[src/sv/stl_pkg.sv]
// ----------------------------------------------------------------------------
// stl_pkg: shared types and constants
// Channel and capacity sizing, action codes and the command word passed
// from the parser front end to the table back end.
// ----------------------------------------------------------------------------
package stl_pkg;

    localparam int CHANNELS  = 8;
    localparam int CAPACITY  = 256;

    localparam int CH_W      = (CHANNELS > 1) ? $clog2(CHANNELS) : 1;
    localparam int CNT_W     = $clog2(CAPACITY + 1);
    localparam int POS_W     = (CAPACITY > 1) ? $clog2(CAPACITY) : 1;
    localparam int MEM_DEPTH = CHANNELS * CAPACITY;
    localparam int ADDR_W    = (MEM_DEPTH > 1) ? $clog2(MEM_DEPTH) : 1;

    localparam int QDEPTH    = 4;
    localparam int QPTR_W    = $clog2(QDEPTH);

    localparam logic [15:0] NO_NUMBER  = 16'hFFFF;
    localparam logic [7:0]  NO_CHANNEL = 8'd255;
    localparam logic [7:0]  CHAR_0     = 8'h30;
    localparam logic [7:0]  CHAR_9     = 8'h39;
    localparam logic [7:0]  CHAR_LF    = 8'h0A;
    localparam logic [7:0]  CHAR_CR    = 8'h0D;

    typedef enum logic [1:0] {
        ACT_CLEAR = 2'd0,
        ACT_BYTE  = 2'd1,
        ACT_EOS   = 2'd2,
        ACT_READ  = 2'd3
    } act_t;

    typedef enum logic [1:0] {
        CMD_CLEAR  = 2'd0,
        CMD_APPEND = 2'd1,
        CMD_READ   = 2'd2
    } cmd_op_t;

    typedef struct packed {
        cmd_op_t         op;
        logic [CH_W-1:0] ch;
        logic [15:0]     value;
        logic            err;
        logic            loaded;
    } cmd_t;

    typedef struct packed {
        logic full;
        logic empty;
    } q_status_t;

    typedef enum logic [0:0] {
        BK_IDLE = 1'b0,
        BK_READ = 1'b1
    } bk_state_t;

endpackage

[src/sv/stl_queue.sv]
// ----------------------------------------------------------------------------
// stl_queue: command queue
// Small FIFO of command words between the parser and the table engine.
// ----------------------------------------------------------------------------
module stl_queue
(
    input  logic               clk,
    input  logic               rst_n,
    input  logic               push,
    input  stl_pkg::cmd_t      push_cmd,
    input  logic               pop,
    output stl_pkg::cmd_t      pop_cmd,
    output stl_pkg::q_status_t status
);
    import stl_pkg::*;

    cmd_t              entry_reg [QDEPTH];
    logic [QPTR_W-1:0] wr_ptr_reg, wr_ptr_next;
    logic [QPTR_W-1:0] rd_ptr_reg, rd_ptr_next;
    logic [QPTR_W:0]   fill_reg,   fill_next;
    logic              do_push;
    logic              do_pop;

    assign status.full  = (fill_reg == (QPTR_W+1)'(QDEPTH));
    assign status.empty = (fill_reg == '0);
    assign do_push      = push && !status.full;
    assign do_pop       = pop && !status.empty;
    assign pop_cmd      = entry_reg[rd_ptr_reg];

    always_comb
    begin
        wr_ptr_next = do_push ? wr_ptr_reg + 1'b1 : wr_ptr_reg;
        rd_ptr_next = do_pop  ? rd_ptr_reg + 1'b1 : rd_ptr_reg;
        fill_next   = fill_reg;
        if (do_push && !do_pop)
            fill_next = fill_reg + 1'b1;
        else if (do_pop && !do_push)
            fill_next = fill_reg - 1'b1;
    end

    always_ff @(posedge clk or negedge rst_n)
    begin
        if (!rst_n)
        begin
            wr_ptr_reg <= '0;
            rd_ptr_reg <= '0;
            fill_reg   <= '0;
        end
        else
        begin
            wr_ptr_reg <= wr_ptr_next;
            rd_ptr_reg <= rd_ptr_next;
            fill_reg   <= fill_next;
        end
    end

    always_ff @(posedge clk)
    begin
        if (do_push)
            entry_reg[wr_ptr_reg] <= push_cmd;
    end

endmodule

[config.mk]
export PLATFORM = sky130hd
export DESIGN_NAME = stl_queue
export DESIGN_NICKNAME = d
export VERILOG_FILES = /design/src/sv/stl_pkg.sv /design/src/sv/stl_queue.sv
export SDC_FILE = /design/constraint.sdc
export NUM_CORES = 1
export LEC_CHECK = 0
export ABC_AREA = 1
export BUFFER_PORTS_ARGS = -buffer_cell sky130_fd_sc_hd__buf_2
export CORE_ASPECT_RATIO = 0.6
export CORE_MARGIN = 3
export CORE_UTILIZATION = 50
export CTS_CLUSTER_SIZE = 24
export DETAILED_ROUTE_END_ITERATION = 12
export PLACE_DENSITY = 0.73
export RECOVER_POWER = 100
export SLEW_MARGIN = 20
export SYNTH_ARGS = -nofsm -noshare
export SYNTH_HDL_FRONTEND = slang
export SYNTH_SLANG_ARGS = --single-unit
export TNS_END_PERCENT = 5
[constraint.sdc]
create_clock -name clk -period 2.2 [get_ports clk]
set_input_delay 0.11 -clock clk [delete_from_list [all_inputs] [get_ports clk]]
set_output_delay 0.11 -clock clk [all_outputs]
set_load 0.02 [all_outputs]
# Yosys cells after proc, flatten, opt, wreduce, memory -nomap -nowiden
# Memories as Yosys holds them, arrays and structs flattened.
# Index checks and enable logic that the tools add are counted.
[word_totals] register_bits=7 ram_bits=92 mem_count=1 input_bits=27 out_inout_bits=25
[memory_table] name="entry_reg" depth=4 word_bits=23 read_ports=1 rd_clocked_by_memory_dff=0 write_ports=1 line="stl_queue.sv:17" source="cmd_t entry_reg [QDEPTH];"
[classes] n_reduce_logical=10 n_eq_ne=1 add_sub_neg=4 muxes=4
[ops] op="3-bit two-way mux" n=2
[ops] op="2-bit by 1-bit adder with 2-bit output, second input constant" n=2
[ops] op="1-bit logical AND" n=4
[ops] op="1-bit logical NOT" n=4
[ops] op="3-bit by 1-bit adder with 3-bit output, second input constant" n=1
[ops] op="3-bit == test, second input constant" n=1
[ops] op="3-bit logical NOT" n=1
[ops] op="3-bit by 1-bit subtractor with 3-bit output, second input constant" n=1
[ops] op="1-bit two-way mux" n=2
[ops] op="2-bit nonzero test" n=1

# Logic depth before layout (Yosys ltp)
# Gate-level depths: netlist of the first run.
[logic_depth] depth_word=7 depth_mapped=12 ltp_nobuf=12

# Worst setup path after synthesis of the first run
# OpenSTA, ideal clock, no wires.
[synth_timing] path_kind="flip-flop to flip-flop" from="register fill_reg[0]" to="memory entry_reg[0][0] (netlist bit), enable pin" stages_incl_launch_ff=5 path_slack_ns=0.088 n_path_buf=0 setup_ns=0.403 synth_period_minus_slack_ns=2.112 arrival_ns=1.710 t_required_ns=1.797 cell_sequence="dfrtp_1 > inv_1 > nand3_1 > nand2_1 > nor2_1"
[synth_via] elab_chain_cells=5
[synth_lines] item="from (decl)" line="stl_queue.sv:20" source="logic [QPTR_W:0] fill_reg, fill_next;"
[synth_lines] item="from (signal assigned)" line="stl_queue.sv:53" source="fill_reg <= fill_next;"
[synth_lines] item="3-bit == test" line="stl_queue.sv:24" source="assign status.full = (fill_reg == (QPTR_W+1)'(QDEPTH));"
[synth_lines] item="1-bit logical NOT" line="stl_queue.sv:26" source="assign do_push = push && !status.full;"
[synth_lines] item="1-bit logical AND" line="stl_queue.sv:26"
[synth_lines] item="1-bit two-way mux" line="stl_queue.sv:59" source="if (do_push)"
[synth_lines] item="1-bit two-way mux (not written as such)" line="stl_queue.sv:60" source="entry_reg[wr_ptr_reg] <= push_cmd;"
[synth_lines] item="to (decl)" line="stl_queue.sv:17"
# No other way between the ends.

# Final worst setup path of the first run
[layout_timing] from="register fill_reg[0]" to="memory entry_reg[0][10] (netlist bit), enable pin"
# Same word-level chain as after synthesis.

==> flow_summary.rst, run 1 <==
.. list-table::
   :header-rows: 1

   * - Metric
     - Value
   * - Run status
     - complete, no violations
   * - Max stage delay on crit path
     - 0.52 ns
   * - Wirelength per Cell
     - approximately 14 um
   * - Area of the mapped netlist
     - 4120 um^2
   * - Internal reg-to-reg setup slack
     - roughly 0.27 ns
   * - Filler instances
     - 618
   * - Power density normalized to cell area
     - 1290 nW/um^2
   * - FF-to-FF path depth
     - 6
   * - Port bufs
     - 51
   * - DPL Wire Length
     - 4.68 mm
   * - Worst slew pin tran
     - 0.648 ns
   * - Mean cell area of the mapped netlist
     - 12.5 um^2
   * - Cell leakage power
     - 0.00196 uW
   * - Top post-synthesis cells by area
     - sky130_fd_sc_hd__edfxtp_1 67%, sky130_fd_sc_hd__o211ai_1 8.4%, sky130_fd_sc_hd__nand2_1 7.9%
   * - Cell type with the highest aggregate area in the netlist
     - sky130_fd_sc_hd__edfxtp_1
   * - Final Max Tran Viols
     - 0
   * - Starting density of the core
     - 54.0%
   * - Gate Count Post-Synth
     - 330
   * - Remaining routing DRC violations
     - 0
   * - Most numerous cell in the Yosys netlist
     - sky130_fd_sc_hd__edfxtp_1
   * - Worst min-delay path category
     - input port to register
   * - First-pass detailed-route iteration total
     - 4
   * - Routed Wire Length
     - approximately 7.5 mm
   * - Max-cap check violation count
     - 0
   * - Vias per std cell
     - 4.86
   * - Crit path cell chain
     - inv_1 > nand3_1 > nand2_1 > clkbuf_1 > nor2_2 > buf_2
   * - First-iteration detailed-routing DRC count
     - 112
   * - First-pass GRT wire length
     - 12.6 mm
   * - Clock root buffer
     - sky130_fd_sc_hd__clkbuf_16
   * - Most numerous cell types in the synthesized netlist
     - 92 x sky130_fd_sc_hd__edfxtp_1, 87 x sky130_fd_sc_hd__nand2_1, 62 x sky130_fd_sc_hd__inv_1
   * - Number of flip-flops in the largest register
     - 92
   * - Max Freq
     - 518 MHz
   * - Buffers from clock root to sink, at most
     - 2
   * - Arr. time, crit path
     - 1.90 ns
   * - Share of post-route cells with drive strength above 1
     - under 10%
   * - Proportion of netlist area held by the largest area contributor
     - 67.1%
   * - Filler-free cell count of the finished design
     - 518
   * - Setup-violating endpoint count in the final report
     - 0
   * - Vias after detailed routing
     - 2520
   * - Worst hold path stage count
     - 3
   * - Final instance area
     - around 4900 um^2
   * - TritonCTS clock tree
     - built
   * - Total die area
     - 9400 um^2
   * - Reg-to-Reg End
     - entry_reg[0][10]
   * - Core Util, Final
     - 63.9%
   * - Final #Nets
     - 443
   * - Placement Rows
     - 24
   * - Overall track demand over capacity in global routing
     - 17.9%
   * - Shortest clock period the worst path allows after layout
     - a little under 2 ns
   * - Cells after DPL
     - 480
   * - Y dimension of the die
     - around 76 um
   * - Slowest cell on crit path
     - sky130_fd_sc_hd__buf_2
   * - Number of antenna diodes
     - 0
   * - Clock network latency to the later pin of the worst-skew pair
     - 0.34 ns
   * - Crit-path max FO
     - 23
   * - Register clock-pin slew on the reported worst setup and hold paths
     - 0.06 ns
   * - Async SR Flop Fraction
     - 7.07%
   * - Unrepaired setup endpoints after global routing
     - false
   * - Most used flip-flop cell after synthesis
     - sky130_fd_sc_hd__edfxtp_1
   * - Cell area after placement
     - 4470 um^2
   * - Number of global-route vias before repair
     - approximately 2500
   * - I/O pin count
     - 52
   * - Initial antenna violation count
     - 0
   * - IR drop worst, VDD
     - 0.000622 V
   * - Worst min-delay path endpoint
     - rd_ptr_reg[0]
   * - Count of final hold-check violations
     - 0
   * - Number of antenna-violating nets in the routed design
     - 0
   * - Total number of yosys warnings
     - 0
   * - Area of the core
     - 7630 um^2
   * - Number of H-tree levels
     - 3
   * - Total CTS buffers
     - 9
   * - Total Negative Setup Slacks
     - 0 ns
   * - Placer's final routability congestion estimate
     - around 0.71
   * - Synth Net Count
     - 363
   * - Relative max-transition margin
     - 56.8%
   * - Worst Min Path Start
     - pop
   * - Maximum number of pins on one net before global-route repair
     - 50
   * - Distinct cell type count of the synthesized netlist
     - 17
   * - Period utilisation layout
     - 87.7%
   * - Kind of end point of the critical path
     - register
   * - Number of flip-flops and latches in the synthesized netlist
     - 99
   * - Critical path start-end classification
     - register to register
   * - Share of the yosys chip area belonging to registers
     - between 70 and 80%
   * - Floorplan die width
     - 123 um
   * - Required time of the critical path
     - 2.17 ns
   * - Number of synthesized flops with an enable pin
     - 92
   * - Clock sink count
     - 99
   * - Hold Worst Slack
     - roughly 0.045 ns
   * - Worst clock skew on the final layout
     - 0.00311 ns
   * - Source of the worst register-to-register timing path
     - fill_reg[0]
   * - Sort of element at the start of the critical path
     - register
   * - Area overhead of the layout relative to synthesis
     - 18.3%
   * - Global route total overflow
     - 0
[cell families (layout without fill, tap and decap cells)]
group	after synthesis	in the layout	share of synthesized area (%)
compound gates	47	47	8.51
fa+ha+maj	6	6	2.00
buf+inv	78	162	8.66
simple gates	99	99	9.30
flops	99	99	71.3
xor+xnor	1	1	0.213
[critical path, delay by kind of cell, from the launching register on]
kind,cells,cell delay (ns)
simple gates,3,0.34
buf+inv,3,0.80
flops,1,0.41
[power by group]
part | leakage [uW] | switching, uW | internal, uW | total, uW
clock | 0.000125 | 607 | 744 | 1350
sequential | 0.000928 | 123 | 2490 | 2620
combinational | 0.000905 | 1670 | 656 | 2320
total | 0.00196 | 2400 | 3890 | 6290
[worst max path at each step]
stage | start | endpoint
after floorplan | fill_reg[0] | entry_reg[0][0]
after global placement | fill_reg[0] | fill_reg[2]
after detailed placement | fill_reg[0] | fill_reg[1]
after CTS | rd_ptr_reg[1] | pop_cmd[12]
after global routing | fill_reg[0] | entry_reg[0][3]
final | fill_reg[0] | entry_reg[0][10]
[final cells by class]
| cell class | count | area (um^2) | area share [%] |
|---|---|---|---|
| sequential | 99 | 2940 | 60.3 |
| multi-input combinational | 153 | 835 | 17.1 |
| timing repair buffer | 84 | 483 | 9.91 |
| inverter | 63 | 236 | 4.85 |
| clock buffer | 10 | 229 | 4.70 |
| tap | 104 | 130 | 2.67 |
| clock inverter | 5 | 21.3 | 0.437 |
[per-layer routing]
metal / GRT usage, % / part of all wire (%) / vias to the layer above
met5: 0 / 0 / -
met4: 5.08 / 1.0 / 0
met3: 6.53 / 4.4 / 7
met2: 27.0 / 47 / 47
met1: 24.6 / 48 / 1180
li1: - / - / 1286
[stage by stage]
step | setup WS [ns] | total power (uW)
2_1_floorplan | 0.0875 | 4430
3_3_place_gp | 0.495 | 5020
3_5_place_dp | 0.414 | 5080
4_1_cts | 0.301 | 6480
5_1_grt | 0.0789 | 6760
6_report | 0.271 | 6290
[cells in the final DEF (no fill, tap or decap)]
cell / n
sky130_fd_sc_hd__buf_2: 5
sky130_fd_sc_hd__fa_1: 1
sky130_fd_sc_hd__o21ai_0: 1
sky130_fd_sc_hd__nor2_2: 4
sky130_fd_sc_hd__inv_2: 1
sky130_fd_sc_hd__clkinv_1: 3
sky130_fd_sc_hd__clkbuf_1: 51
sky130_fd_sc_hd__o211ai_1: 46
sky130_fd_sc_hd__clkbuf_2: 2
sky130_fd_sc_hd__nand2_1: 87
sky130_fd_sc_hd__nand4_1: 1
sky130_fd_sc_hd__edfxtp_1: 92
sky130_fd_sc_hd__inv_1: 62
sky130_fd_sc_hd__ha_1: 5
sky130_fd_sc_hd__buf_4: 4
sky130_fd_sc_hd__xnor2_1: 1
sky130_fd_sc_hd__clkinv_2: 2
sky130_fd_sc_hd__nand3_1: 7
sky130_fd_sc_hd__dfrtp_1: 7
sky130_fd_sc_hd__dlygate4sd3_1: 23
sky130_fd_sc_hd__clkbuf_16: 9
[what timing repair did]
action / 4_1_cts / 5_1_grt
hold buffers: 22 / 1
setup buffers: 0 / 0
resized for setup: 0 / 0
endpoints found under the hold margin: 88 / 4
No activity file was read; power rests on OpenSTA's default activity.
==> run 2, diff against run 1 <==
- CELL_PAD_IN_SITES_DETAIL_PLACEMENT: not set -> 0
- CELL_PAD_IN_SITES_GLOBAL_PLACEMENT: not set -> 1
- CORE_UTILIZATION: 50 -> 42
- GPL_TIMING_DRIVEN: not set -> 0
- PLACE_DENSITY: 0.73 -> not set
- PLACE_DENSITY_LB_ADDON: not set -> 0.1
==> flow_summary.rst, run 2 (same netlist as run 1, synthesis figures left out) <==
.. list-table::
   :header-rows: 1

   * - Metric
     - Value
   * - Share of post-route cells with drive strength above 1
     - 9.41%
   * - Part of the power in the clock network
     - between 20% and 30%
   * - Reg-to-Reg End
     - entry_reg[2][18]
   * - Most common library cell in the layout ignoring fill and taps
     - sky130_fd_sc_hd__edfxtp_1
   * - Starting density of the core
     - ~44%
   * - Total die area
     - 11100 um^2
   * - Max stage delay on crit path
     - 0.46 ns
   * - Remaining routing DRC violations
     - 0
   * - Period utilisation layout
     - 88.8%
   * - Power density normalized to cell area
     - 1320 nW/um^2
   * - Port bufs
     - 51
   * - Total Negative Setup Slacks
     - 0 ns
   * - Total CTS buffers
     - 9
   * - Buffers from clock root to sink, at most
     - 2
   * - Final Max Tran Viols
     - 0
   * - Internal reg-to-reg setup slack
     - 0.28 ns
   * - Arr. time, crit path
     - approximately 1.8 ns
   * - Hold Worst Slack
     - 0.0409 ns
   * - Register clock-pin slew on the reported worst setup and hold paths
     - 0.06 ns
   * - Y dimension of the die
     - 82.7 um
   * - Power Internal
     - about 4100 uW
   * - Cells after DPL
     - 515
   * - Multi-input gate area
     - between 800 and 900 um^2
   * - Minimum setup slack after placement
     - roughly 0.062 ns
   * - Cell area after placement
     - 4650 um^2
   * - Max-cap check violation count
     - 0
   * - Routed Wire Length
     - ~8 mm
   * - Number of global-route vias before repair
     - 2394
   * - Number of flip-flops in the largest register
     - 92
   * - FF-to-FF path depth
     - 5
   * - Area overhead of the layout relative to synthesis
     - 23.5%
   * - Max Freq
     - 512 MHz
   * - Unrepaired setup endpoints after global routing
     - false
   * - Filler instances
     - approximately 800
   * - Largest delay share family, worst path
     - buffers and inverters
   * - Bufs and invs on worst path
     - 3
   * - Clock sink count
     - 99
   * - Maximum number of pins on one net before global-route repair
     - 19
   * - Vias after detailed routing
     - 2545
   * - Kind of end point of the critical path
     - output port
   * - Placer's final routability congestion estimate
     - 0.738
   * - TritonCTS clock tree
     - built
   * - Switching power summed over all nets
     - 2570 uW
   * - Worst clock skew on the final layout
     - 0.00613 ns
   * - Worst Min Path Start
     - push
   * - Source of the worst register-to-register timing path
     - fill_reg[0]
   * - Sort of element at the start of the critical path
     - register
   * - Shortest clock period the worst path allows after layout
     - a little under 2 ns
   * - Wirelength per Cell
     - 14.8 um
   * - Number of antenna diodes
     - 0
   * - IR drop worst, VDD
     - 0.000552 V
   * - First-pass GRT wire length
     - roughly 13 mm
   * - Setup-violating endpoint count in the final report
     - 0
   * - Worst hold path stage count
     - 3
   * - Placement Rows
     - 27
   * - Final critical-path setup slack
     - between 0.2 and 0.25 ns
   * - CP dominant cell by count
     - sky130_fd_sc_hd__nand2_1
   * - Initial antenna violation count
     - 0
   * - Final #Nets
     - 453
   * - Final instance area
     - 5090 um^2
   * - Combinational cell fraction of total power
     - 39.9%
   * - Seq pwr share
     - 38.9%
   * - Worst min-delay path category
     - input port to register
   * - Crit path cell chain
     - inv_1 > clkbuf_1 > nand2_1 > o211ai_1 > nand2_1 > clkbuf_2
   * - Run status
     - complete, no violations
   * - Leading cell types in the layout, fill and taps excluded
     - 92 x sky130_fd_sc_hd__edfxtp_1, 86 x sky130_fd_sc_hd__nand2_1, 63 x sky130_fd_sc_hd__inv_1, 49 x sky130_fd_sc_hd__clkbuf_1, 46 x sky130_fd_sc_hd__o211ai_1
   * - Area of the core
     - 9360 um^2
   * - Number of antenna-violating nets in the routed design
     - 0
   * - Slowest cell on crit path
     - sky130_fd_sc_hd__clkbuf_1
   * - Worst slew pin tran
     - 0.708 ns
   * - Global route total overflow
     - 0
   * - Clock root buffer
     - sky130_fd_sc_hd__clkbuf_16
   * - Critical path start-end classification
     - register to output port
   * - Vias per std cell
     - 4.59
   * - First-iteration detailed-routing DRC count
     - ~140
   * - Sequential Area
     - 2940 um^2
   * - First-pass detailed-route iteration total
     - 4
   * - Relative max-transition margin
     - between 50 and 60%
   * - Cell leakage power
     - about 0.0020 uW
   * - Worst min-delay path endpoint
     - wr_ptr_reg[0]
   * - Count of final hold-check violations
     - 0
   * - Filler-free cell count of the finished design
     - 555
   * - Clock network latency to the later pin of the worst-skew pair
     - 0.34 ns
   * - Floorplan die width
     - 134 um
   * - Switching share of power
     - between 30% and 40%
   * - Crit-path max FO
     - 10
   * - Overall track demand over capacity in global routing
     - between 10% and 20%
   * - Number of H-tree levels
     - 3
   * - DPL Wire Length
     - 5.46 mm
   * - Required time of the critical path
     - around 2.1 ns
   * - I/O pin count
     - 52
## run 2: cell count changes in the layout (fill, tap and decap cells not counted), sizes merged
cell | previous run | this run
dlygate4sd3 | 23 | 24
buf | 9 | 19
inv | 63 | 64
clkinvlp | 0 | 1
clkinv | 5 | 3
## run 2: final cells by class
class                      instances  area share [%]
inverter                          63            4.65
clock inverter                     5           0.738
clock buffer                      11            4.57
tap                              130            3.20
buffer                            15            2.36
sequential                        99            57.7
timing repair buffer              79            10.3
multi-input combinational        153            16.4
## run 2: worst max path at each step
stage                  start                to  slack, ns  cells after the start
2_1_floorplan    fill_reg[0]   entry_reg[0][0]       0.09                      4
3_3_place_gp     fill_reg[0]  entry_reg[0][11]      -0.88                      4
3_5_place_dp     fill_reg[0]       fill_reg[1]       0.06                      9
4_1_cts          fill_reg[0]       fill_reg[1]       0.06                      9
5_1_grt          fill_reg[1]  entry_reg[2][18]       0.08                      5
6_report       rd_ptr_reg[0]        pop_cmd[9]       0.25                      6
## run 2: layer usage
metal | track usage [%] | up-vias | wire length [um]
met5 | 0 | - | 0
met2 | 24.7 | 52 | 3570
met1 | 22.2 | 1182 | 4110
li1 | - | 1303 | -
met3 | 5.27 | 8 | 406
met4 | 5.24 | 0 | 110
## run 2: timing repair
item	CTS	global route
buffers inserted	0	0
endpoints found under the setup margin	0	2
gates resized for setup	0	1
endpoints found under the hold margin	99	0
hold buffers	24	0
## run 2: worst min-delay path: cells and delay by family
| kind | cells | cell delay (ns) |
|---|---|---|
| and+or+nand+nor | 2 | 0.13 |
| buffers and inverters | 1 | 0.11 |
## run 2: through the flow
| stage | total power [uW] | utilization (%) |
|---|---|---|
| 6_report | 6700 | 54.4 |
| 2_1_floorplan | 4430 | - |
| 3_5_place_dp | 5450 | 49.7 |
| 5_1_grt | 7180 | 54.4 |
| 4_1_cts | 6910 | 55.2 |
| 3_3_place_gp | 5300 | 48.5 |
## run 2: power groups by stage
stage / Clock, uW / Sequential [uW] / Combinational, uW
after floorplan: 0 / 2630 / 1800
after global placement: 0 / 2660 / 2630
after detailed placement: 0 / 2640 / 2800
after CTS: 1460 / 2600 / 2840
after global routing: 1540 / 2640 / 3010
final: 1420 / 2600 / 2670
