`src/sv/stl_pkg.sv`:
```
// ----------------------------------------------------------------------------
// stl_pkg: shared types and constants
// Channel and capacity sizing, action codes and the command word passed
// from the parser front end to the table back end.
// ----------------------------------------------------------------------------
package stl_pkg;

    localparam int CHANNELS  = 8;
    localparam int CAPACITY  = 256;

    localparam int CH_W      = (CHANNELS > 1) ? $clog2(CHANNELS) : 1;
    localparam int CNT_W     = $clog2(CAPACITY + 1);
    localparam int POS_W     = (CAPACITY > 1) ? $clog2(CAPACITY) : 1;
    localparam int MEM_DEPTH = CHANNELS * CAPACITY;
    localparam int ADDR_W    = (MEM_DEPTH > 1) ? $clog2(MEM_DEPTH) : 1;

    localparam int QDEPTH    = 4;
    localparam int QPTR_W    = $clog2(QDEPTH);

    localparam logic [15:0] NO_NUMBER  = 16'hFFFF;
    localparam logic [7:0]  NO_CHANNEL = 8'd255;
    localparam logic [7:0]  CHAR_0     = 8'h30;
    localparam logic [7:0]  CHAR_9     = 8'h39;
    localparam logic [7:0]  CHAR_LF    = 8'h0A;
    localparam logic [7:0]  CHAR_CR    = 8'h0D;

    typedef enum logic [1:0] {
        ACT_CLEAR = 2'd0,
        ACT_BYTE  = 2'd1,
        ACT_EOS   = 2'd2,
        ACT_READ  = 2'd3
    } act_t;

    typedef enum logic [1:0] {
        CMD_CLEAR  = 2'd0,
        CMD_APPEND = 2'd1,
        CMD_READ   = 2'd2
    } cmd_op_t;

    typedef struct packed {
        cmd_op_t         op;
        logic [CH_W-1:0] ch;
        logic [15:0]     value;
        logic            err;
        logic            loaded;
    } cmd_t;

    typedef struct packed {
        logic full;
        logic empty;
    } q_status_t;

    typedef enum logic [0:0] {
        BK_IDLE = 1'b0,
        BK_READ = 1'b1
    } bk_state_t;

endpackage

```
`src/sv/stl_front.sv`:
```
// ----------------------------------------------------------------------------
// stl_front: text parser front end
// Accepts beats, builds decimal numbers, tracks line channel and load state,
// and issues clear / append / read commands into the queue.
// ----------------------------------------------------------------------------
module stl_front
(
    input  logic              clk,
    input  logic              rst_n,
    input  logic              s_axis_tvalid,
    output logic              s_axis_tready,
    input  logic [15:0]       s_axis_tdata,   // [7:0] text_byte, [15:8] read_channel
    input  logic [1:0]        s_axis_tuser,   // [1:0] action
    input  stl_pkg::q_status_t q_status,
    output logic              push,
    output stl_pkg::cmd_t     push_cmd
);
    import stl_pkg::*;

    logic [15:0] partial_reg,  partial_next;
    logic        digit_reg,    digit_next;
    logic        nl_reg,       nl_next;
    logic        after_nl_reg, after_nl_next;
    logic [7:0]  line_ch_reg,  line_ch_next;
    logic        done_reg,     done_next;

    logic        accept;
    logic [7:0]  text_byte;
    logic [7:0]  read_channel;
    logic        is_digit;
    logic        is_nl;
    logic [15:0] times_ten;
    logic        take_en;
    logic [15:0] take_num;
    logic        take_nl;
    logic        nl_eff;

    assign s_axis_tready = !q_status.full;
    assign accept        = s_axis_tvalid && s_axis_tready;
    assign text_byte     = s_axis_tdata[7:0];
    assign read_channel  = s_axis_tdata[15:8];
    assign is_digit      = (text_byte >= CHAR_0) && (text_byte <= CHAR_9);
    assign is_nl         = (text_byte == CHAR_LF) || (text_byte == CHAR_CR);
    // x*10 as two shifts and an add, wrapping at 16 bits
    assign times_ten     = {partial_reg[12:0], 3'b000} + {partial_reg[14:0], 1'b0};
    assign nl_eff        = nl_reg || is_nl;

    always_comb
    begin
        partial_next  = partial_reg;
        digit_next    = digit_reg;
        nl_next       = nl_reg;
        after_nl_next = after_nl_reg;
        line_ch_next  = line_ch_reg;
        done_next     = done_reg;
        push          = 1'b0;
        push_cmd      = '0;
        take_en       = 1'b0;
        take_num      = partial_reg;
        take_nl       = nl_reg;

        if (accept)
        begin
            unique case (act_t'(s_axis_tuser))
                ACT_CLEAR:
                begin
                    push          = 1'b1;
                    push_cmd.op   = CMD_CLEAR;
                    partial_next  = NO_NUMBER;
                    digit_next    = 1'b0;
                    nl_next       = 1'b0;
                    after_nl_next = 1'b0;
                    line_ch_next  = NO_CHANNEL;
                    done_next     = 1'b0;
                end
                ACT_BYTE:
                begin
                    if (!done_reg)
                    begin
                        if (is_digit)
                        begin
                            if (partial_reg == NO_NUMBER)
                                partial_next = {12'd0, text_byte[3:0]};
                            else
                                partial_next = times_ten + {12'd0, text_byte[3:0]};
                            digit_next = 1'b1;
                        end
                        else
                        begin
                            nl_next = nl_eff;
                            if (digit_reg)
                            begin
                                take_en      = 1'b1;
                                take_nl      = nl_eff;
                                partial_next = NO_NUMBER;
                                digit_next   = 1'b0;
                                nl_next      = 1'b0;
                            end
                        end
                    end
                end
                ACT_EOS:
                begin
                    if (!done_reg)
                    begin
                        take_en      = 1'b1;
                        partial_next = NO_NUMBER;
                        digit_next   = 1'b0;
                        nl_next      = 1'b0;
                        done_next    = 1'b1;
                    end
                end
                ACT_READ:
                begin
                    push            = 1'b1;
                    push_cmd.op     = CMD_READ;
                    push_cmd.ch     = read_channel[CH_W-1:0];
                    push_cmd.err    = (read_channel >= 8'(CHANNELS));
                    push_cmd.loaded = done_reg;
                end
                default: ;
            endcase

            // completed number: channel select or table append
            if (take_en && (take_num != NO_NUMBER))
            begin
                if (after_nl_reg || (line_ch_reg == NO_CHANNEL))
                begin
                    line_ch_next  = take_num[7:0];
                    after_nl_next = 1'b0;
                end
                else if (line_ch_reg < 8'(CHANNELS))
                begin
                    push           = 1'b1;
                    push_cmd.op    = CMD_APPEND;
                    push_cmd.ch    = line_ch_reg[CH_W-1:0];
                    push_cmd.value = take_num;
                end
                if (take_nl)
                    after_nl_next = 1'b1;
            end
        end
    end

    always_ff @(posedge clk or negedge rst_n)
    begin
        if (!rst_n)
        begin
            partial_reg  <= NO_NUMBER;
            digit_reg    <= 1'b0;
            nl_reg       <= 1'b0;
            after_nl_reg <= 1'b0;
            line_ch_reg  <= NO_CHANNEL;
            done_reg     <= 1'b0;
        end
        else
        begin
            partial_reg  <= partial_next;
            digit_reg    <= digit_next;
            nl_reg       <= nl_next;
            after_nl_reg <= after_nl_next;
            line_ch_reg  <= line_ch_next;
            done_reg     <= done_next;
        end
    end

endmodule

```
`config.mk`:
```
export PLATFORM = sky130hd
export DESIGN_NAME = stl_front
export DESIGN_NICKNAME = d
export VERILOG_FILES = /design/src/sv/stl_pkg.sv /design/src/sv/stl_front.sv
export SDC_FILE = /design/constraint.sdc
export NUM_CORES = 1
export LEC_CHECK = 0
export BUFFER_PORTS_ARGS = -buffer_cell sky130_fd_sc_hd__buf_2
export CAP_MARGIN = 5
export CORE_ASPECT_RATIO = 0.8
export CORE_MARGIN = 8
export CORE_UTILIZATION = 50
export CTS_CLUSTER_SIZE = 16
export DETAILED_ROUTE_END_ITERATION = 12
export PLACE_DENSITY = 0.74
export SYNTH_ARGS = -nofsm -noshare
export SYNTH_HDL_FRONTEND = slang
export SYNTH_SLANG_ARGS = --single-unit
```
`constraint.sdc`:
```
create_clock -name clk -period 3.1 [get_ports clk]
set_clock_uncertainty 0.1 [all_clocks]
set_input_delay 0.31 -clock clk [delete_from_list [all_inputs] [get_ports clk]]
set_output_delay 0.31 -clock clk [all_outputs]
set_load 0.03 [all_outputs]
```
Yosys cells after proc, flatten, opt, wreduce, memory -nomap -nowiden
Index checks and enable logic that the tools add are counted.
{"block": "op_classes", "n_addsub": 2, "order_cmp": 4, "eq_ne": 12, "muxes": 45, "n_reduce_logical": 15}
{"operator": "$mux W16", "count": 5}
{"operator": "$mux W21", "count": 3}
{"operator": "$pmux W16 S3", "count": 1}
{"operator": "$mux W1", "count": 25}
{"operator": "$mux W8", "count": 3}
{"operator": "$mux W23", "count": 1}
{"operator": "$add A16 B16 Y16", "count": 1}
{"operator": "$add A16 B4 Y16", "count": 1}
{"operator": "$eq A16 B16 Y1 const B", "count": 1}
{"operator": "$eq A8 B4 Y1 const B", "count": 2}
{"operator": "$ne A16 B16 Y1 const B", "count": 1}
{"operator": "$reduce_and A5 Y1", "count": 2}
{"operator": "$eq A8 B8 Y1 const B", "count": 1}
{"operator": "$ge A8 B4 Y1 const B", "count": 1}
{"operator": "$ge A8 B6 Y1 const B", "count": 1}
{"operator": "$le A8 B6 Y1 const B", "count": 1}
{"operator": "$lt A8 B4 Y1 const B", "count": 1}
{"operator": "$ne A2 B2 Y1 const B", "count": 3}
{"operator": "$pmux W1 S3", "count": 2}
{"operator": "$eq A2 B2 Y1 const B", "count": 2}
{"operator": "$mux W2", "count": 2}
{"operator": "$pmux W1 S2", "count": 2}
{"operator": "$reduce_and A4 Y1", "count": 1}
{"operator": "$logic_and A1 B1 Y1", "count": 3}
{"operator": "other kinds (10)", "count": 12}
{"block": "word_totals", "ff_bits": 28, "output_inout_bits": 25, "wordCells": 84}

Longest topological paths before layout
Gate-level depths: netlist of run 1.
{"block": "depth", "ltp_word": 10, "mapped_depth": 10, "depth_no_buf": 10}

Worst setup path after synthesis of run 1
OpenSTA, ideal clock, no wires.
{"block": "synth_timing", "path_kind": "register -> register", "start": "reg partial_reg[0]", "end": "reg partial_reg[13]", "arrival_time_ns": 2.551, "required_ns": 2.936, "slack_ns": 0.385, "stages_incl_launch_ff": 11, "path_buffers": 0, "period_less_slack_ns": 2.715, "path_cell_list": "dfstp_2 -> inv_1 -> fa_1 -> inv_1 -> ha_1 -> a21oi_1 -> nor2_1 -> a31oi_1 -> o311a_1 -> or4_1 -> nand3_1"}
{"block": "synth_via", "elab_chain_cells": 6, "elab_cells_between_ends": 7, "classes_between": "2 x add/sub; 1 x eq/ne; 4 x mux"}
{"item": "start, declared", "line": "stl_front.sv:20", "rtl": "logic [15:0] partial_reg, partial_next;"}
{"item": "start signal, assigned", "line": "stl_front.sv:158", "rtl": "partial_reg <= partial_next;"}
{"item": "$add A16 B16 Y16", "line": "stl_front.sv:45", "rtl": "assign times_ten = {partial_reg[12:0], 3'b000} + {partial_reg[14:0], 1'b0};"}
{"item": "$add A16 B4 Y16", "line": "stl_front.sv:85", "rtl": "partial_next = times_ten + {12'd0, text_byte[3:0]};"}
{"item": "$mux W16 (*)", "line": "stl_front.sv:82", "rtl": "if (partial_reg == NO_NUMBER)"}
{"item": "$mux W16 (*)", "line": "stl_front.sv:80", "rtl": "if (is_digit)"}
{"item": "$mux W16 (*)", "line": "stl_front.sv:78", "rtl": "if (!done_reg)"}
{"item": "$pmux W16 S3 (*)", "line": "stl_front.sv:64", "rtl": "unique case (act_t'(s_axis_tuser))"}
Every way passes the cells marked *; elsewhere a longest branch is shown, timed or not. The select of a mux whose other input is x is not followed.
A chain may end at the register's enable or synchronous reset.

Worst setup path after layout of run 1
Ends and elaborated chain as after synthesis.

==> results.cfg, run 1 <==
[clocking]
insertion_delay_ps = 280
clock_sinks = 28
htree_levels = 1
cts_buffers = 3
post_cts_buffers = 0
clk_path_buf_depth = 2
clkSlewWorstSetupHoldPaths_ps = 100
cts_tree = done
cts_root_buffer = clkbuf_8

[placed_design]
dp_slack_ps = 152
gp_congestion = 0.904
post-place-cells = 398
port_buffers = 46
dp_hpwl_um = 5140

[synthesis]
syn_avg_cell_area_sq_um = 8.75
synth_common_cells = ha_1 (30), dfstp_2 (24), a21oi_1 (23), nand2_1 (23), nor2_1 (19)
synth_top_area_cell = dfstp_2
synth_flop_cell = dfstp_2
synth_cells = 290
synth_top_area_share_pct = 24.9
async_reset_ff_share_pct = 100
syn_area_sq_um = 2540
synth.distinct_cells = 49
synth_edf_count = 0
yosysSeqAreaShare_pct = 28.8
ys_warn_count = 0
synth.area.top_cells = dfstp_2 (25%), ha_1 (15%), a21oi_1 (4.5%)
synth_most_common_cell = ha_1
syn-num-nets = 345
ys_ff_latch = 28

[detailed_routing]
wl_per_cell_um = 16.1
dr.pass1.iters = 4
drt-vias-per-instance = 5.67
drtAntennaViolNets = 0
routed_wl_um = 6500
drc_errors = 0
num_vias = 2286
drtIter0Drc = 126

[sta]
fmax_mhz = 345
max_slew_margin_pct = 45.3
fin_hold_ws_ps = 192
hold_violations = 0
setup_ws_ps = 201
fin_crit_ps = 2900
tightest_slew_ps = 807
tns_ps = 0
fin_crit_sh_pct = 93.5
drv_slew = 0
rsz0062_at_grt = false
final-setup-viol-count = 0

[power_and_ir_drop]
p_int_uw = 781
total_power_uw = 1260
leakage_uw = 0.00145
vdd_ir_drop_max_uv = 188
swShare_pct = 37.9
seqPwrFrac_pct = 34.1
power.density_nw_per_um2 = 427
pwr-share-clk_pct = 18.5
power_switching_uw = 477
pwr-share-comb_pct = 47.4

[floorplanning]
num_rows = 23
dieHeight_um = 79.7
pin_count = 48
die_w_um = 95.6
dieArea_sq_um = 7620
initial_utilization_pct = 51.3
coreArea_sq_um = 4950

[critical_path]
cp_max_fo = 4
critical_path.endpoint_type = register
path_class = register to register
worst_ep_required_time_ps = 3230
start_kind = register
arrival_ps = 3030

[layout]
drive_gt1_share_pct = 28.4
num-nets-final = 397
nFillCells = 444
final_cells = 403
largest_reg_flops = 16
area_delta_synth_final_pct = 16.1
n_antenna_cell = 0

[job]
cap_violations = 0

[global_route]
grt_start_max_net_pins = 29
grt_usage_pct = 18.1
grt_pass1_vias = 2328
antenna_found_initial = 0
grt_overflow = 0
grt_pass1_wl_um = 11200

[min_path]
hold_path_class = input pin to register

[run_status]
status = finished clean
## logic make-up (layout without fill, tap and decap cells)
logic type / count (synthesis) / in the layout / share of synthesized area [%]
and+or+nand+nor: 113 / 113 / 24.5
AOI/OAI and AO/OA: 71 / 71 / 17.8
adders and majority gates: 32 / 32 / 16.4
DFF: 28 / 28 / 28.8
buffers and inverters: 27 / 78 / 4.44
xor gates and xnor gates: 10 / 10 / 3.45
muxes: 9 / 9 / 4.73
## power by group through the flow
stage	Combinational, uW	Sequential (uW)	Clock, uW
after floorplan	435	425	0
after global placement	561	434	0
after detailed placement	578	434	0
after CTS	582	429	236
after global routing	669	434	249
final	597	429	232
## layer usage
metal  GRT usage [%]  vias to the layer above  share of wire (%)
met4            4.59                        0                1.4
met5               0                        -                  0
met2            29.0                       58                 45
li1                -                     1142                  -
met3            2.54                        9                5.6
met1            24.8                     1077                 48
## metrics by stage
stage | area (sq um) | utilization [%]
after global placement | 2870 | 58.0
after detailed placement | 2870 | 58.0
after global routing | 2950 | 59.5
after CTS | 2940 | 59.3
final | 2950 | 59.5
after floorplan | 2540 | -
## cell type report
type	count	area, sq um	area share [%]
Multi-Input combinational cell	235	1700	57.8
Sequential cell	28	731	24.8
Timing Repair Buffer	57	315	10.7
Tap cell	62	77.6	2.63
Inverter	17	63.8	2.17
Clock buffer	4	55.1	1.87
## critical path, stage by stage, from the launching register on
cell	delay, ps
dfstp_2	540
inv_1	70
fa_1	570
inv_1	60
ha_1	270
a21oi_1	80
nor2_2	160
a31oi_2	160
o311a_1	340
or4_1	400
nand3_1	100
## cells in the final DEF (no fill, tap or decap), types with 7 or more instances in the layout
cell      synthesis  final
a21oi_1          23     23
and2_1           17     17
buf_2             3     46
buf_4             0     10
dfstp_2          24     24
ha_1             30     30
inv_1            17     17
nand2_1          23     23
nand2b_1          9      9
nand4_1           9      9
nor2_1           19     18
o21ai_0          16     15
xnor2_1           7      7
## worst paths after layout
| check | start | to | slack, ps | cells past startpoint |
|---|---|---|---|---|
| max in group asynchronous | rst_n | after_nl_reg | 2020 | 2 |
| worst max register to register | partial_reg[0] | partial_reg[13] | 200 | 10 |
| min in group asynchronous | rst_n | nl_reg | 480 | 2 |
| worst max-delay path | partial_reg[0] | partial_reg[13] | 200 | 10 |
| worst min-delay path | s_axis_tdata[1] | partial_reg[1] | 190 | 3 |
| worst min register to register | nl_reg | nl_reg | 420 | 1 |
## timing repair
item / CTS / global route
hold buffers: 1 / 0
setup endpoints to repair: 0 / 5
gates resized for setup: 0 / 3
hold endpoints to repair: 4 / 0
Note: power is estimated with default switching activity, not from simulation.
==> run 2: changes to the inputs <==
--- a/config.mk
+++ b/config.mk
@@ -5,14 +5,15 @@
 export SDC_FILE = /design/constraint.sdc
 export NUM_CORES = 1
 export LEC_CHECK = 0
+export ABC_AREA = 1
 export BUFFER_PORTS_ARGS = -buffer_cell sky130_fd_sc_hd__buf_2
 export CAP_MARGIN = 5
-export CORE_ASPECT_RATIO = 0.8
+export CORE_ASPECT_RATIO = 1.2
 export CORE_MARGIN = 8
 export CORE_UTILIZATION = 50
 export CTS_CLUSTER_SIZE = 16
 export DETAILED_ROUTE_END_ITERATION = 12
-export PLACE_DENSITY = 0.74
+export PLACE_DENSITY = 0.72
 export SYNTH_ARGS = -nofsm -noshare
 export SYNTH_HDL_FRONTEND = slang
 export SYNTH_SLANG_ARGS = --single-unit
==> results.cfg, run 2 <==
[critical_path]
critical_path.endpoint_type = output pin
path_class = register to output pin
slowest_stage = dfstp_2
cp_cell_sequence = nand2_1 -> nor2_1 -> nand2_2 -> nor2_8 -> nor2_8 -> nand2_4 -> inv_4 -> nand4_4 -> buf_4 -> nor2_1 -> buf_2
start_kind = register
slowest_delay_ps = 610
worst_ep_required_time_ps = 2690
arrival_ps = 2460
cp_max_fo = 15

[power_and_ir_drop]
leakage_uw = 0.00223
vdd_ir_drop_max_uv = 188
power.density_nw_per_um2 = 402
total_power_uw = 1420

[clocking]
cts_resized = 0
clkSlewWorstSetupHoldPaths_ps = 100
htree_levels = 1
cts_tree = done
clock_sinks = 28
insertion_delay_ps = 270
post_cts_buffers = 0
clk_path_buf_depth = 2
cts_root_buffer = clkbuf_8
cts_buffers = 3

[layout]
layout_commonest_cell = nand2_1
drive_gt1_share_pct = 20.5
final_cell_mix = nand2_1 (182), inv_1 (74), nor2_1 (57), buf_2 (46), nand3_1 (32)
area_delta_synth_final_pct = 11.8
final_area_sq_um = 3540
num-nets-final = 606
n_antenna_cell = 0
largest_reg_flops = 16

[synthesis]
async_reset_ff_share_pct = 100
synth_cells = 505
synth_edf_count = 0
synth_most_common_cell = nand2_1
synth_top_area_share_pct = 21.6
yosysSeqAreaShare_pct = 23.1
synth_top_area_cell = nand2_1
synth.distinct_cells = 34
syn_avg_cell_area_sq_um = 6.27
synth_flop_cell = dfstp_2
ys_ff_latch = 28
ys_warn_count = 0
syn-num-nets = 560
synth.area.top_cells = nand2_1 (22%), dfstp_2 (20%), ha_1 (12%)
syn_area_sq_um = 3170
synth_common_cells = nand2_1 (182), inv_1 (74), nor2_1 (57), nand3_1 (32), ha_1 (30)

[global_route]
grt_usage_pct = 18.2
grt_start_max_net_pins = 29
antenna_found_initial = 0
grt_overflow = 0
grt_pass1_vias = 3166
grt_pass1_wl_um = 13500

[floorplanning]
coreArea_sq_um = 6090
die_w_um = 88.7
pin_count = 48
dieHeight_um = 103
num_rows = 31
initial_utilization_pct = 52.0
dieArea_sq_um = 9150

[sta]
fin_crit_ps = 2870
hold_violations = 0
final-setup-viol-count = 0
max_slew_margin_pct = 44.9
fin_hold_ws_ps = 175
rsz0062_at_grt = false
drv_slew = 0
fin_crit_sh_pct = 92.6
tightest_slew_ps = 821
fmax_mhz = 348
tns_ps = 0

[min_path]
hold_path_class = input pin to register

[placed_design]
port_buffers = 46
place_area_sq_um = 3460
gp_congestion = 0.851
dp_hpwl_um = 6250

[detailed_routing]
dr.pass1.iters = 4
drtAntennaViolNets = 0
num_vias = 3164
drc_errors = 0
drt-vias-per-instance = 5.01
wl_per_cell_um = 12.5
drtIter0Drc = 113
routed_wl_um = 7920

[run_status]
status = finished clean

[job]
cap_violations = 0
## run 2: cell type report
cell class              instances  area [sq um]
clock buffers                   3          41.3
clock inverters                 1          30.0
fillers                       627          2550
inverters                      81           307
multi-input cells             388          2070
flip-flops and latches         28           731
well taps                      82           103
repair buffers                 49           255
## run 2: what timing repair did
| item | in CTS | in global routing |
|---|---|---|
| hold buffers | 1 | 0 |
| setup endpoints to repair | 0 | 0 |
| hold endpoints to repair | 4 | 0 |
## run 2: cells by family after synthesis
family | synth area share [%]
AOI/OAI and AO/OA | 7.39
xor gates and xnor gates | 0.830
adders and majority gates | 13.1
buffers and inverters | 11.5
DFF | 23.1
and+or+nand+nor | 44.1
## run 2: layer usage
metal / wire length [um] / GRT usage [%]
met1: 3560 / 21.5
met2: 3930 / 33.6
met3: 298 / 1.90
met4: 138 / 5.08
met5: 0 / 0
## run 2: worst max-delay path: cells and delay by family, from the launching register on
kind / cells / cell delay (ps)
flops: 1 / 610
simple gates: 8 / 980
buf+inv: 3 / 570
## run 2: power by group
group          total [uW]  internal, uW  switching (uW)
Combinational         668           233             435
Sequential            464           424            40.0
Clock                 291           173             118
## run 2: path summary, 6_finish.rpt
| check | slack (ps) | depth (start not counted) | endpoint | from |
|---|---|---|---|---|
| min reg2reg | 390 | 2 | line_ch_reg[3] | line_ch_reg[3] |
| max in group asynchronous | 2030 | 2 | nl_reg | rst_n |
| max reg2reg | 280 | 8 | partial_reg[14] | partial_reg[0] |
| min in group asynchronous | 480 | 2 | after_nl_reg | rst_n |
| max | 230 | 11 | push_cmd[9] | partial_reg[1] |
| min | 170 | 3 | partial_reg[0] | s_axis_tdata[0] |
## run 2: through the flow
| stage | setup WS [ps] | instances | utilization (%) |
|---|---|---|---|
| CTS | 207 | 632 | 58.1 |
| global placement | 347 | 627 | 56.8 |
| detailed placement | 312 | 627 | 56.8 |
| global route | 65.4 | 632 | 58.1 |
| finish | 229 | 632 | 58.1 |
| floorplan | 636 | 505 | - |
==> run 3: changes to the inputs <==
--- a/config.mk
+++ b/config.mk
@@ -10,10 +10,11 @@
 export CAP_MARGIN = 5
 export CORE_ASPECT_RATIO = 1.2
 export CORE_MARGIN = 8
-export CORE_UTILIZATION = 50
+export CORE_UTILIZATION = 40
 export CTS_CLUSTER_SIZE = 16
 export DETAILED_ROUTE_END_ITERATION = 12
-export PLACE_DENSITY = 0.72
+export PLACE_DENSITY = 0.6
+export SKIP_CTS_REPAIR_TIMING = 1
 export SYNTH_ARGS = -nofsm -noshare
 export SYNTH_HDL_FRONTEND = slang
 export SYNTH_SLANG_ARGS = --single-unit
==> results.cfg, run 3 (synthesis results as in run 2) <==
[floorplanning]
dieHeight_um = 113
dieArea_sq_um = 11000
initial_utilization_pct = 41.3
num_rows = 35
pin_count = 48
die_w_um = 97.2
coreArea_sq_um = 7660

[job]
cap_violations = 0

[critical_path]
critical_path.endpoint_type = output pin
r2r-end = partial_reg[15]
worst_ep_required_time_ps = 2690
path_class = register to output pin
r2r_setup_slack_ps = 450
cp_max_fo = 18
reg2reg_depth = 13
start_kind = register
arrival_ps = 2400
r2r-start = partial_reg[0]

[clocking]
clkSlewWorstSetupHoldPaths_ps = 90
cts_tree = done
cts_root_buffer = clkbuf_8
htree_levels = 1
insertion_delay_ps = 280
clock_sinks = 28
cts_buffers = 3
clk_path_buf_depth = 2

[sta]
drv_slew = 0
fin_hold_ws_ps = -41.8
fin_crit_ps = 2810
hold_violations = 4
tightest_slew_ps = 652
max_slew_margin_pct = 56.5
final-setup-viol-count = 0
fin_crit_sh_pct = 90.7
rsz0062_at_grt = false
tns_ps = 0
fmax_mhz = 356
setup_ws_ps = 289

[detailed_routing]
wl_per_cell_um = 13.0
drtAntennaViolNets = 0
drt-vias-per-instance = 4.95
routed_wl_um = 8310
dr.pass1.iters = 5
drc_errors = 0
drtIter0Drc = 111
num_vias = 3173

[global_route]
grt_usage_pct = 14.9
grt_pass1_vias = 3145
grt_start_max_net_pins = 29
grt_overflow = 0
grt_pass1_wl_um = 14200
antenna_found_initial = 0

[layout]
area_delta_synth_final_pct = 11.9
drive_gt1_share_pct = 20.6
multi_input_area_sq_um = 2070
final_cells = 641
largest_reg_flops = 16
final_cell_mix = nand2_1 (182), inv_1 (74), nor2_1 (57), buf_2 (46), nand3_1 (32)
n_antenna_cell = 0
num-nets-final = 605
layout_commonest_cell = nand2_1
nFillCells = 836
ff_latch_area_sq_um = 731

[run_status]
violations = hold timing
status = finished, violations left

[placed_design]
gp_congestion = 0.880
port_buffers = 46
dp_slack_ps = 390
dp_hpwl_um = 6540
post-place-cells = 637

[min_path]
hold_path_class = input pin to asynchronous set/reset pin

[power_and_ir_drop]
vdd_ir_drop_max_uv = 186
power.density_nw_per_um2 = 403
leakage_uw = 0.00223
## run 3: how the worst max path moves through the flow
stage	from	end	slack [ps]	cells past startpoint
floorplan	partial_reg[0]	partial_reg[10]	640	8
global placement	s_axis_tuser[0]	push_cmd[7]	440	10
detailed placement	s_axis_tuser[0]	push_cmd[9]	390	10
CTS	partial_reg[1]	push_cmd[9]	250	10
global route	partial_reg[11]	push_cmd[7]	70	10
finish	partial_reg[1]	push_cmd[9]	290	10
## run 3: final cells by class
class                           instances  area share, %
Inverter                               81           8.65
Multi-Input combinational cell        388           58.5
Sequential cell                        28           20.6
Tap cell                               92           3.25
Timing Repair Buffer                   48           6.92
Clock inverter                          1          0.848
Clock buffer                            3           1.17
## run 3: power breakdown
group | internal [uW] | total [uW] | switching, uW
Combinational | 235 | 670 | 435
Clock | 173 | 293 | 120
Sequential | 424 | 464 | 40.2
## run 3: layer usage
metal | up-vias | GRT usage [%] | routed length (um)
met1 | 1442 | 16.2 | 3590
met5 | - | 0 | 0
met3 | 12 | 1.87 | 244
met2 | 64 | 28.8 | 4270
li1 | 1655 | - | -
met4 | 0 | 5.26 | 203
## run 3: stage by stage
stage / power, uW / instance area (sq um) / utilization [%]
6_report: 1430 / 3540 / 46.2
5_1_grt: 1570 / 3540 / 46.2
4_1_cts: 1430 / 3540 / 46.2
3_5_place_dp: 1130 / 3470 / 45.3
3_3_place_gp: 1120 / 3470 / 45.3
2_1_floorplan: 977 / 3170 / -
## run 3: worst max-delay path, cell delays in order (launching register included)
cell     delay, ps
dfstp_2        630
nand2_1         70
nor2_1         150
nand2_2        120
nor2_8         230
nor2_8          80
nand2_4        180
inv_4           70
nand4_4        320
nor2_1          80
buf_2          190
